File: src/design/matrix_row_column_swap_remap_defines.svh
// Assertion macros shared by the matrix row/column remap design
`ifndef MATRIX_ROW_COLUMN_SWAP_REMAP_DEFINES_SVH
`define MATRIX_ROW_COLUMN_SWAP_REMAP_DEFINES_SVH

// Same-cycle implication, sampled on clk, off while rst_n is low
`define MRCSR_ASSERT_IMP(label, ante, cons) \
    label: assert property (@(posedge clk) disable iff (!rst_n) (ante) |-> (cons)) \
        else $error("%m: check failed");

// Next-cycle implication, sampled on clk, off while rst_n is low
`define MRCSR_ASSERT_NXT(label, ante, cons) \
    label: assert property (@(posedge clk) disable iff (!rst_n) (ante) |=> (cons)) \
        else $error("%m: check failed");

`endif

File: src/design/mrcsr_pkg.sv
// Types and constants shared by the matrix row/column remap design
`timescale 1ns / 1ps

package mrcsr_pkg;

    localparam int IDX_W     = 8;
    localparam int VAL_W     = 32;
    localparam int OP_W      = 2;
    localparam int CFG_W     = 9;
    localparam int CFG_IDX_W = 1;
    localparam int IDX_SPAN  = 2 ** IDX_W;

    localparam logic [CFG_W-1:0] CFG_RESET = CFG_W'(IDX_SPAN);

    localparam int QUEUE_DEPTH = 2;
    localparam int QUEUE_AW    = 1;

    typedef enum logic [OP_W-1:0] {
        OP_LOAD     = 2'd0,
        OP_GET      = 2'd1,
        OP_SWAP_ROW = 2'd2,
        OP_SWAP_COL = 2'd3
    } op_t;

    typedef enum logic [CFG_IDX_W-1:0] {
        CFG_ROWS = 1'b0,
        CFG_COLS = 1'b1
    } cfg_reg_t;

    typedef enum logic [2:0] {
        CMD_LOAD,
        CMD_GET,
        CMD_GET_ERR,
        CMD_SWAP_ROW,
        CMD_SWAP_COL
    } cmd_kind_t;

    typedef struct packed {
        cmd_kind_t          kind;
        logic [IDX_W-1:0]   first;
        logic [IDX_W-1:0]   second;
        logic [VAL_W-1:0]   value;
    } cmd_t;

    typedef struct packed {
        logic full;
        logic empty;
    } q_status_t;

endpackage

File: src/design/mrcsr_queue.sv
// Two-entry command queue between the front end and the back end
`timescale 1ns / 1ps

module mrcsr_queue (
    input  logic                 clk,
    input  logic                 rst_n,
    input  logic                 push,
    input  mrcsr_pkg::cmd_t      push_cmd,
    input  logic                 pop,
    output mrcsr_pkg::cmd_t      head_cmd,
    output mrcsr_pkg::q_status_t q_status
);

    localparam logic [mrcsr_pkg::QUEUE_AW:0] FULL_COUNT =
        (mrcsr_pkg::QUEUE_AW + 1)'(mrcsr_pkg::QUEUE_DEPTH);

    mrcsr_pkg::cmd_t                  entries_reg [mrcsr_pkg::QUEUE_DEPTH];
    logic [mrcsr_pkg::QUEUE_AW-1:0]   wr_ptr_reg, wr_ptr_next;
    logic [mrcsr_pkg::QUEUE_AW-1:0]   rd_ptr_reg, rd_ptr_next;
    logic [mrcsr_pkg::QUEUE_AW:0]     count_reg, count_next;
    logic do_push, do_pop;

    assign q_status.full  = (count_reg == FULL_COUNT);
    assign q_status.empty = (count_reg == '0);
    assign head_cmd       = entries_reg[rd_ptr_reg];

    assign do_push = push && !q_status.full;
    assign do_pop  = pop && !q_status.empty;

    always_comb
    begin
        wr_ptr_next = do_push ? wr_ptr_reg + 1'b1 : wr_ptr_reg;
        rd_ptr_next = do_pop ? rd_ptr_reg + 1'b1 : rd_ptr_reg;
        count_next  = count_reg;
        if (do_push && !do_pop)
        begin
            count_next = count_reg + 1'b1;
        end
        else if (do_pop && !do_push)
        begin
            count_next = count_reg - 1'b1;
        end
    end

    always_ff @(posedge clk or negedge rst_n)
    begin
        if (!rst_n)
        begin
            wr_ptr_reg <= '0;
            rd_ptr_reg <= '0;
            count_reg  <= '0;
        end
        else
        begin
            wr_ptr_reg <= wr_ptr_next;
            rd_ptr_reg <= rd_ptr_next;
            count_reg  <= count_next;
        end
    end

    always_ff @(posedge clk)
    begin
        if (do_push)
        begin
            entries_reg[wr_ptr_reg] <= push_cmd;
        end
    end

endmodule

File: config.mk
export PLATFORM = sky130hd
export DESIGN_NAME = mrcsr_queue
export DESIGN_NICKNAME = d
export VERILOG_FILES = /design/src/design/matrix_row_column_swap_remap_defines.svh /design/src/design/mrcsr_pkg.sv /design/src/design/mrcsr_queue.sv
export SDC_FILE = /design/constraint.sdc
export NUM_CORES = 1
export LEC_CHECK = 0
export BUFFER_PORTS_ARGS = -buffer_cell sky130_fd_sc_hd__buf_2
export CORE_UTILIZATION = 56
export DETAILED_ROUTE_END_ITERATION = 10
export GPL_ROUTABILITY_DRIVEN = 0
export PLACE_DENSITY = 0.84
export SETUP_SLACK_MARGIN = 0.02
export SYNTH_ARGS = -nofsm -noshare
export SYNTH_HDL_FRONTEND = slang
export SYNTH_SLANG_ARGS = --single-unit
File: constraint.sdc
create_clock -name clk -period 8.6 [get_ports clk]
set_clock_uncertainty 0.15 [all_clocks]
set_input_delay 1.72 -clock clk [delete_from_list [all_inputs] [get_ports clk]]
set_output_delay 1.72 -clock clk [all_outputs]
set_load 0.01 [all_outputs]
==> impl_metrics.ini <==
[logic_synthesis]
synth-main-ff-cell = edfxtp_1
ys_async_sr_fraction_pct = 3.77
synth_seq_cells = 106
synth_area_leaders = edfxtp_1 74%, mux2_4 18%, buf_12 2.4%
syn_area_sq_um = 4130
synth_top_area_share_pct = 74.2
yosysTopAreaCell = edfxtp_1
synth_warnings = 0
syn-num-nets = 234
synth_most_common_cell = edfxtp_1
yosysSeqAreaShare_pct = 76.6
synth_edf_count = 102
yosys-top-cells-count = 102 x edfxtp_1, 49 x mux2_4, 5 x buf_12, 4 x dfrtp_1
syn_inst = 178
synth_area_per_cell_sq_um = 23.2
synthDistinctLibCells = 15

[die]
core-area_sq_um = 6940
die_x_um = 87.9
dieArea_sq_um = 7720
rows = 30
die_h_um = 87.9
initial_core_util_pct = 59.5
ios = 108

[global_route]
grt_pass1_vias = 1983
grtUsageTotal_pct = 17.3
antenna_found_initial = 0
grt_max_degree = 53
grt_pass1_wl_um = 9470
grt-ovfl-total = 0

[critical_path]
end_kind = output port
crit_chain = mux2_2 -> buf_2
worst-path-buf-inv = 1
cp_max_fo = 52
cp_top_family = flip-flops
endpoint = head_cmd[29]
cp.depth = 2
worstSetupStartpointType = flip-flop
crit_start = rd_ptr_reg
timing.rr.end = entries_reg[0][28]
r2r-start = count_reg[0]
r2r_cells = 4
rrSetupSlack_ns = 6.23
cpPeakStageDelay_ns = 1.06
crit_type = reg2out
arrival_ns = 2.00
slowest_stage = dfrtp_4
cp_data_required_time_ns = 6.73

[cells_and_area]
fin_util_pct = 70.1
largest_register_ffs = 102
area_delta_synth_final_pct = 17.9
diodes = 0
drive_gt1_share_pct = 59.3
fillers = 462
nets = 348

[routing]
vias_per_cell = 4.95
drc_errors = 0
wl_per_cell_um = 16.0
drtPass1Iterations = 5
drtIter0Drc = 85
dr_total_vias = 1944
routed_wirelength_um = 6310
ant_nets = 0

[placed_design]
pre_cts_ws_ns = 4.99
io_buffers = 107
hpwl_um = 4270

[sta]
timing.fmax_mhz = 258
rsz0062_at_grt = false
tns_ns = 0
finalHoldViolations = 0
post-route-period-util_pct = 45.0
maxSlewViolCount = 0
fin_hold_ws_ns = 0.381
finalWorstSetupSlack_ns = 4.73
finalSetupViolCount = 0
worst_pin_slew_ns = 0.950
min_period_ns = 3.87
slew_headroom_pct = 36.7

[cts]
cts_root_buf = clkbuf_8
cts-resized-gates = 0
cts.sink_count = 106
cts_tree = yes
holdBufCountCts = 0
clk_latency_ns = 0.35
cts_setup_buffers = 0
h-tree-depth = 3
cts_buffers = 9
clkTransAtPathRegs_ns = 0.09
cts_buffer_depth = 2

[power_and_ir_drop]
p_leak_nw = 1.98
powerDensity_nw_per_um2 = 322
power_w = 0.00157
peakVddDrop_uv = 288

[hold_path]
min_path_type = reg2reg

[outcome]
status = completed

[flow_run]
cap_violations = 0
[layout by cell type (no fill, tap or decap), drive strengths merged]
cell / instances
mux2: 51
nand2: 1
clkinv: 4
buf: 109
clkbuf: 9
ha: 1
xor2: 2
xnor2: 3
and3: 1
inv: 5
dfrtp: 4
o21ai: 1
nand2b: 1
nor2: 3
edfxtp: 102
[worst min path at each step]
stage | start | endpoint | slack (ns) | depth (start not counted)
after floorplan | wr_ptr_reg | wr_ptr_reg | 0.31 | 1
after global routing | count_reg[1] | count_reg[1] | 0.42 | 1
after CTS | count_reg[1] | count_reg[1] | 0.38 | 1
final | count_reg[1] | count_reg[1] | 0.38 | 1
after global placement | count_reg[1] | count_reg[1] | 0.36 | 1
after detailed placement | count_reg[1] | count_reg[1] | 0.36 | 1
[cell type report]
type	count	area, sq um	area share (%)
sequential	106	3170	65.1
clock buffer	9	124	2.54
inverter	2	7.51	0.154
multi-input combinational	64	856	17.6
timing repair buffer	109	551	11.3
tap	96	120	2.47
clock inverter	7	42.5	0.874
[power by group]
group | total (W) | switching, W | internal, W
logic | 0.000496 | 0.000211 | 0.000286
clock network | 0.000265 | 0.000160 | 0.000105
registers | 0.000806 | 0.0000989 | 0.000707
[metrics by stage]
step | area, sq um | instances
finish | 4870 | 393
global route | 4870 | 393
CTS | 4870 | 393
detailed placement | 4700 | 377
global placement | 4700 | 377
floorplan | 4130 | 178
[per-layer routing]
| layer | wire, um | track usage (%) |
|---|---|---|
| met1 | 2620 | 21.9 |
| met2 | 3080 | 27.8 |
| met3 | 476 | 4.71 |
| met4 | 122 | 8.94 |
| met5 | 0 | 0 |
[kinds of logic after synthesis]
logic type / Yosys count / synth area share [%]
DFF: 106 / 76.6
muxes: 51 / 18.4
buffers and inverters: 8 / 2.88
and+or+nand+nor: 6 / 0.667
xor gates and xnor gates: 5 / 1.06
AOI/OAI and AO/OA: 1 / 0.121
adders and majority gates: 1 / 0.303
No activity file was read; power rests on OpenSTA's default activity.
