<file path="config.mk">
export PLATFORM = sky130hd
export DESIGN_NAME = mrcsr_front
export DESIGN_NICKNAME = d
export VERILOG_FILES = /design/src/design/matrix_row_column_swap_remap_defines.svh /design/src/design/mrcsr_pkg.sv /design/src/design/mrcsr_front.sv
export SDC_FILE = /design/constraint.sdc
export NUM_CORES = 1
export LEC_CHECK = 0
export BUFFER_PORTS_ARGS = -buffer_cell sky130_fd_sc_hd__buf_2
export CORE_MARGIN = 3
export CORE_UTILIZATION = 32
export CTS_BUF_LIST = sky130_fd_sc_hd__clkbuf_4
export CTS_CLUSTER_SIZE = 30
export DETAILED_ROUTE_END_ITERATION = 10
export PLACE_DENSITY = 0.64
export SLEW_MARGIN = 20
export SYNTH_ARGS = -nofsm -noshare
export SYNTH_HDL_FRONTEND = slang
export SYNTH_SLANG_ARGS = --single-unit
</file>
<file path="constraint.sdc">
create_clock -name clk -period 1.8 [get_ports clk]
set_clock_uncertainty 0.1 [all_clocks]
set_input_delay 0.36 -clock clk [delete_from_list [all_inputs] [get_ports clk]]
set_output_delay 0.36 -clock clk [all_outputs]
set_load 0.01 [all_outputs]
</file>
<file path="src/design/matrix_row_column_swap_remap_defines.svh">
// Assertion macros shared by the matrix row/column remap design
`ifndef MATRIX_ROW_COLUMN_SWAP_REMAP_DEFINES_SVH
`define MATRIX_ROW_COLUMN_SWAP_REMAP_DEFINES_SVH

// Same-cycle implication, sampled on clk, off while rst_n is low
`define MRCSR_ASSERT_IMP(label, ante, cons) \
    label: assert property (@(posedge clk) disable iff (!rst_n) (ante) |-> (cons)) \
        else $error("%m: check failed");

// Next-cycle implication, sampled on clk, off while rst_n is low
`define MRCSR_ASSERT_NXT(label, ante, cons) \
    label: assert property (@(posedge clk) disable iff (!rst_n) (ante) |=> (cons)) \
        else $error("%m: check failed");

`endif

</file>
<file path="src/design/mrcsr_pkg.sv">
// Types and constants shared by the matrix row/column remap design
`timescale 1ns / 1ps

package mrcsr_pkg;

    localparam int IDX_W     = 8;
    localparam int VAL_W     = 32;
    localparam int OP_W      = 2;
    localparam int CFG_W     = 9;
    localparam int CFG_IDX_W = 1;
    localparam int IDX_SPAN  = 2 ** IDX_W;

    localparam logic [CFG_W-1:0] CFG_RESET = CFG_W'(IDX_SPAN);

    localparam int QUEUE_DEPTH = 2;
    localparam int QUEUE_AW    = 1;

    typedef enum logic [OP_W-1:0] {
        OP_LOAD     = 2'd0,
        OP_GET      = 2'd1,
        OP_SWAP_ROW = 2'd2,
        OP_SWAP_COL = 2'd3
    } op_t;

    typedef enum logic [CFG_IDX_W-1:0] {
        CFG_ROWS = 1'b0,
        CFG_COLS = 1'b1
    } cfg_reg_t;

    typedef enum logic [2:0] {
        CMD_LOAD,
        CMD_GET,
        CMD_GET_ERR,
        CMD_SWAP_ROW,
        CMD_SWAP_COL
    } cmd_kind_t;

    typedef struct packed {
        cmd_kind_t          kind;
        logic [IDX_W-1:0]   first;
        logic [IDX_W-1:0]   second;
        logic [VAL_W-1:0]   value;
    } cmd_t;

    typedef struct packed {
        logic full;
        logic empty;
    } q_status_t;

endpackage

</file>
<file path="src/design/mrcsr_front.sv">
// Front end: configuration registers, index checks and command classification
`timescale 1ns / 1ps

module mrcsr_front #(
    parameter int ROW_N = 256,
    parameter int COL_N = 256
) (
    input  logic                                clk,
    input  logic                                rst_n,
    input  logic                                cfg_valid,
    output logic                                cfg_ready,
    input  logic [mrcsr_pkg::CFG_IDX_W-1:0]     cfg_index,
    input  logic [mrcsr_pkg::CFG_W-1:0]         cfg_data,
    input  logic                                in_valid,
    output logic                                in_ready,
    input  logic [mrcsr_pkg::OP_W-1:0]          op,
    input  logic [mrcsr_pkg::IDX_W-1:0]         first_index,
    input  logic [mrcsr_pkg::IDX_W-1:0]         second_index,
    input  logic [mrcsr_pkg::VAL_W-1:0]         entry_value,
    input  mrcsr_pkg::q_status_t                q_status,
    output logic                                push,
    output mrcsr_pkg::cmd_t                     push_cmd
);

    localparam logic [mrcsr_pkg::CFG_W-1:0] ROW_LIM = mrcsr_pkg::CFG_W'(ROW_N);
    localparam logic [mrcsr_pkg::CFG_W-1:0] COL_LIM = mrcsr_pkg::CFG_W'(COL_N);

    logic [mrcsr_pkg::CFG_W-1:0] rows_in_use_reg, rows_in_use_next;
    logic [mrcsr_pkg::CFG_W-1:0] cols_in_use_reg, cols_in_use_next;
    logic [mrcsr_pkg::CFG_W-1:0] a_ext, b_ext;
    logic a_row_ok, b_row_ok, a_col_ok, b_col_ok;
    logic accept;

    assign cfg_ready = 1'b1;
    assign in_ready  = !q_status.full;
    assign accept    = in_valid && in_ready;

    assign a_ext = {1'b0, first_index};
    assign b_ext = {1'b0, second_index};

    // An index is good only below both the register and the built size
    assign a_row_ok = (a_ext < rows_in_use_reg) && (a_ext < ROW_LIM);
    assign b_row_ok = (b_ext < rows_in_use_reg) && (b_ext < ROW_LIM);
    assign a_col_ok = (a_ext < cols_in_use_reg) && (a_ext < COL_LIM);
    assign b_col_ok = (b_ext < cols_in_use_reg) && (b_ext < COL_LIM);

    always_comb
    begin
        rows_in_use_next = rows_in_use_reg;
        cols_in_use_next = cols_in_use_reg;
        if (cfg_valid && cfg_ready)
        begin
            case (mrcsr_pkg::cfg_reg_t'(cfg_index))
                mrcsr_pkg::CFG_ROWS: rows_in_use_next = cfg_data;
                mrcsr_pkg::CFG_COLS: cols_in_use_next = cfg_data;
                default: ;
            endcase
        end
    end

    always_ff @(posedge clk or negedge rst_n)
    begin
        if (!rst_n)
        begin
            rows_in_use_reg <= mrcsr_pkg::CFG_RESET;
            cols_in_use_reg <= mrcsr_pkg::CFG_RESET;
        end
        else
        begin
            rows_in_use_reg <= rows_in_use_next;
            cols_in_use_reg <= cols_in_use_next;
        end
    end

    // Classify the word; drop loads and swaps with a bad index
    always_comb
    begin
        push_cmd.first  = first_index;
        push_cmd.second = second_index;
        push_cmd.value  = entry_value;
        push_cmd.kind   = mrcsr_pkg::CMD_LOAD;
        push            = 1'b0;
        case (mrcsr_pkg::op_t'(op))
            mrcsr_pkg::OP_LOAD:
            begin
                push_cmd.kind = mrcsr_pkg::CMD_LOAD;
                push          = accept && a_row_ok && b_col_ok;
            end
            mrcsr_pkg::OP_GET:
            begin
                push_cmd.kind = (a_row_ok && b_col_ok) ? mrcsr_pkg::CMD_GET
                                                       : mrcsr_pkg::CMD_GET_ERR;
                push          = accept;
            end
            mrcsr_pkg::OP_SWAP_ROW:
            begin
                push_cmd.kind = mrcsr_pkg::CMD_SWAP_ROW;
                push          = accept && a_row_ok && b_row_ok;
            end
            mrcsr_pkg::OP_SWAP_COL:
            begin
                push_cmd.kind = mrcsr_pkg::CMD_SWAP_COL;
                push          = accept && a_col_ok && b_col_ok;
            end
            default: ;
        endcase
    end

endmodule

</file>
==> impl_metrics.tcl <==
set metrics [dict create \
    result_of_the_run "finished with violations" \
    failing_checks "negative setup slack" \
    post-dp-hpwl_um 3400 \
    hold_path_class "input pin to flip-flop" \
    cpPeakStageDelay_ns 0.38 \
    gp_congestion 0.818 \
    die_height_um 81.6 \
    postLayoutCoreUtil_pct 40.1 \
    post_drt_wl_per_cell_um 12.9 \
    timing.fmax_mhz 420 \
    worstPathCellList "inv_2 > ha_4 > nand2b_4 > o221ai_2 > a221o_1 > a21oi_4 > o221ai_2 > buf_2" \
    placedInstanceArea_um2 2030 \
    power_per_standard_cell_area_nw_per_um2 613 \
    grt.total_usage_pct 12.1 \
    post_layout_instance_area_um2 2120 \
    worst_ir_drop_on_vdd_v 0.000290 \
    fillCellCount 551 \
    path_clk_slew_ns 0.10 \
    path_buf_inv 2 \
    synthFlopType "sky130_fd_sc_hd__dfrtp_1" \
    synthesis.instances 199 \
    cts_buffers 3 \
    crit_path_top_delay_cell "sky130_fd_sc_hd__dfrtp_1" \
    drv_cap 0 \
    flow.area_growth_from_synthesis_pct 16.3 \
    detailed_route_iter0_violations 35 \
    remaining_antenna_violation_count 0 \
    first_pass_grt_wire_length_um 6280 \
    syn_avg_cell_area_um2 9.18 \
    globalRouteOverflowTotal 0 \
    postSynthRegisterBits 18 \
    synth_edf_count 0 \
    start_util_pct 34.5 \
    finalWirelength_um 3910 \
    clock-sinks 18 \
    cp_common_cell "sky130_fd_sc_hd__o221ai_2" \
    layout-drive-gt1-share_pct 48.9 \
    worst_ep_arrival_time_ns 1.92 \
    setup_ws_pre_cts_ns -0.485 \
    finalHoldViolations 0 \
    vias_per_cell 4.53 \
    vias_in_the_first_global_route 1355 \
    yosys.cell_count.top_type "sky130_fd_sc_hd__buf_4" \
    floorplan.rows 26 \
    synthDominantCellAreaShare_pct 21.9 \
    core_region_area_um2 5300 \
    finalWorstPathRequiredPeriod_ns 2.38 \
    synth_commonest_cells "sky130_fd_sc_hd__buf_4 (49), sky130_fd_sc_hd__ha_1 (31), sky130_fd_sc_hd__inv_1 (18)" \
    kind_of_start_point_of_the_critical_path "flip-flop" \
    die_width_um 81.6 \
    diodes_inserted 0 \
    final_critical_path_setup_slack_ns -0.583 \
    synth.area.top_cells "sky130_fd_sc_hd__dfrtp_1 (22%), sky130_fd_sc_hd__ha_1 (21%), sky130_fd_sc_hd__buf_4 (20%)" \
    antenna_violations_before_repair 0 \
    worstSetupEndpointType "primary output" \
    maximum_number_of_pins_on_one_net_before_global_route_repair 19 \
    worst-endpoint-required_ns 1.34 \
    io_buffer_count 53 \
    synth-seq-area-share_pct 24.8 \
    insertion_delay_ns 0.29 \
    floorplan.io_pins 120 \
    synthArstFlopShare_pct 100 \
    finalSetupViolCount 3 \
    count_of_distinct_cell_types_in_the_synthesized_netlist 30 \
    power_leakage_nw 1.09 \
    count_of_nets_after_finishing 331 \
    worst_path_dominant_cell_family "compound AO/OA/AOI/OAI gates" \
    detailedRoute.firstPassIterationCount 4 \
    remaining_drc_errors 0 \
    die-area_um2 6650 \
    critical_path.max_fanout 3 \
    cts-root-buf "sky130_fd_sc_hd__clkbuf_4" \
    synth.net_count 296 \
    clock_tree.buffer_depth 2 \
    cts_tree "done" \
    routed-via-count 1374 \
    ys.warnings.count 0 \
    rsz_0062_raised_after_global_routing "yes" \
    biggest_area_consumer_among_synthesized_cells "sky130_fd_sc_hd__dfrtp_1" \
    syn_area_um2 1830 \
    maxSlewViolCount 0 \
    timing.final.crit_share_pct 132 \
    worstSetupPathType "flip-flop to primary output" \
    ctsHtreeMaxLevel 1 \
]
## power breakdown
part / leakage (nW) / switching, W / total (W) / internal (W)
clock network: 0.0184 / 0.000120 / 0.000221 / 0.000101
registers: 0.213 / 0.0000316 / 0.000497 / 0.000466
logic: 0.855 / 0.000280 / 0.000583 / 0.000303
## metal layers
metal / GRT usage (%) / vias to the layer above / routed length [um]
li1: - / 709 / -
met1: 16.3 / 615 / 1820
met2: 18.6 / 44 / 1730
met3: 2.96 / 6 / 333
met4: 4.73 / 0 / 25
met5: 0 / - / 0
## tightest hold or removal path: stages
cell and delay, ns:
sky130_fd_sc_hd__buf_2 0.08, sky130_fd_sc_hd__nand2_1 0.04, sky130_fd_sc_hd__o21ai_0 0.06
## path summary, 6_finish.rpt
check                                   start            endpoint  slack [ns]  cells after the start
max in group asynchronous               rst_n  cols_in_use_reg[8]        0.85                      2
max                        rows_in_use_reg[1]                push       -0.58                      8
max reg2reg                rows_in_use_reg[1]  rows_in_use_reg[1]        0.73                      5
min reg2reg                cols_in_use_reg[5]  cols_in_use_reg[5]        0.42                      1
min in group asynchronous               rst_n  rows_in_use_reg[2]        0.42                      2
min                               cfg_data[4]  rows_in_use_reg[4]        0.18                      3
## kinds of logic (layout without fill, tap and decap cells)
logic type / count (synthesis) / in the layout / synth area share (%)
AO/OA/AOI/OAI: 36 / 36 / 13.4
adder cells (fa/ha/maj): 31 / 31 / 21.2
flip-flops: 18 / 18 / 24.8
multiplexers: 11 / 11 / 6.78
other: 1 / 1 / 0.205
AND/OR/NAND/NOR: 33 / 33 / 9.38
buffers and inverters: 69 / 103 / 24.2
## per-stage QoR
stage,std cells,TNS [ns],hold slack (ns),power [W]
CTS,302,-1.84,0.169,0.00130
global route,303,-2.01,0.195,0.00141
global placement,296,-1.14,0.211,0.00104
finish,303,-1.69,0.180,0.00130
detailed placement,296,-1.25,0.218,0.00106
floorplan,199,-0.243,-0.0356,0.000913
## area by class of cell
| cell class | instances | area (um^2) | share of cell area (%) |
|---|---|---|---|
| multi-input cells | 112 | 1010 | 47.5 |
| repair buffers | 81 | 478 | 22.5 |
| flip-flops and latches | 18 | 453 | 21.3 |
| well taps | 70 | 87.6 | 4.12 |
| inverters | 18 | 67.6 | 3.18 |
| clock buffers | 4 | 30.0 | 1.41 |
## placed cells by master, fill, tap and decap left out, drive strengths merged, types with 3 or more instances in the layout
cell,instances
buf,80
ha,31
inv,18
nand2,16
dfrtp,16
o21ai,14
mux2,11
a21oi,7
nor2,4
clkbuf,4
a21o,3
nor3b,3
o2111ai,3
## what timing repair did
item                                    in CTS  in global routing
resized for setup                            4                  6
buffers inserted                             1                  1
endpoints found under the setup margin       3                  3
pin swaps                                    4                  4
hold buffers                                 1                  0
hold endpoints to repair                    16                  0
Note: power is estimated with default switching activity, not from simulation.
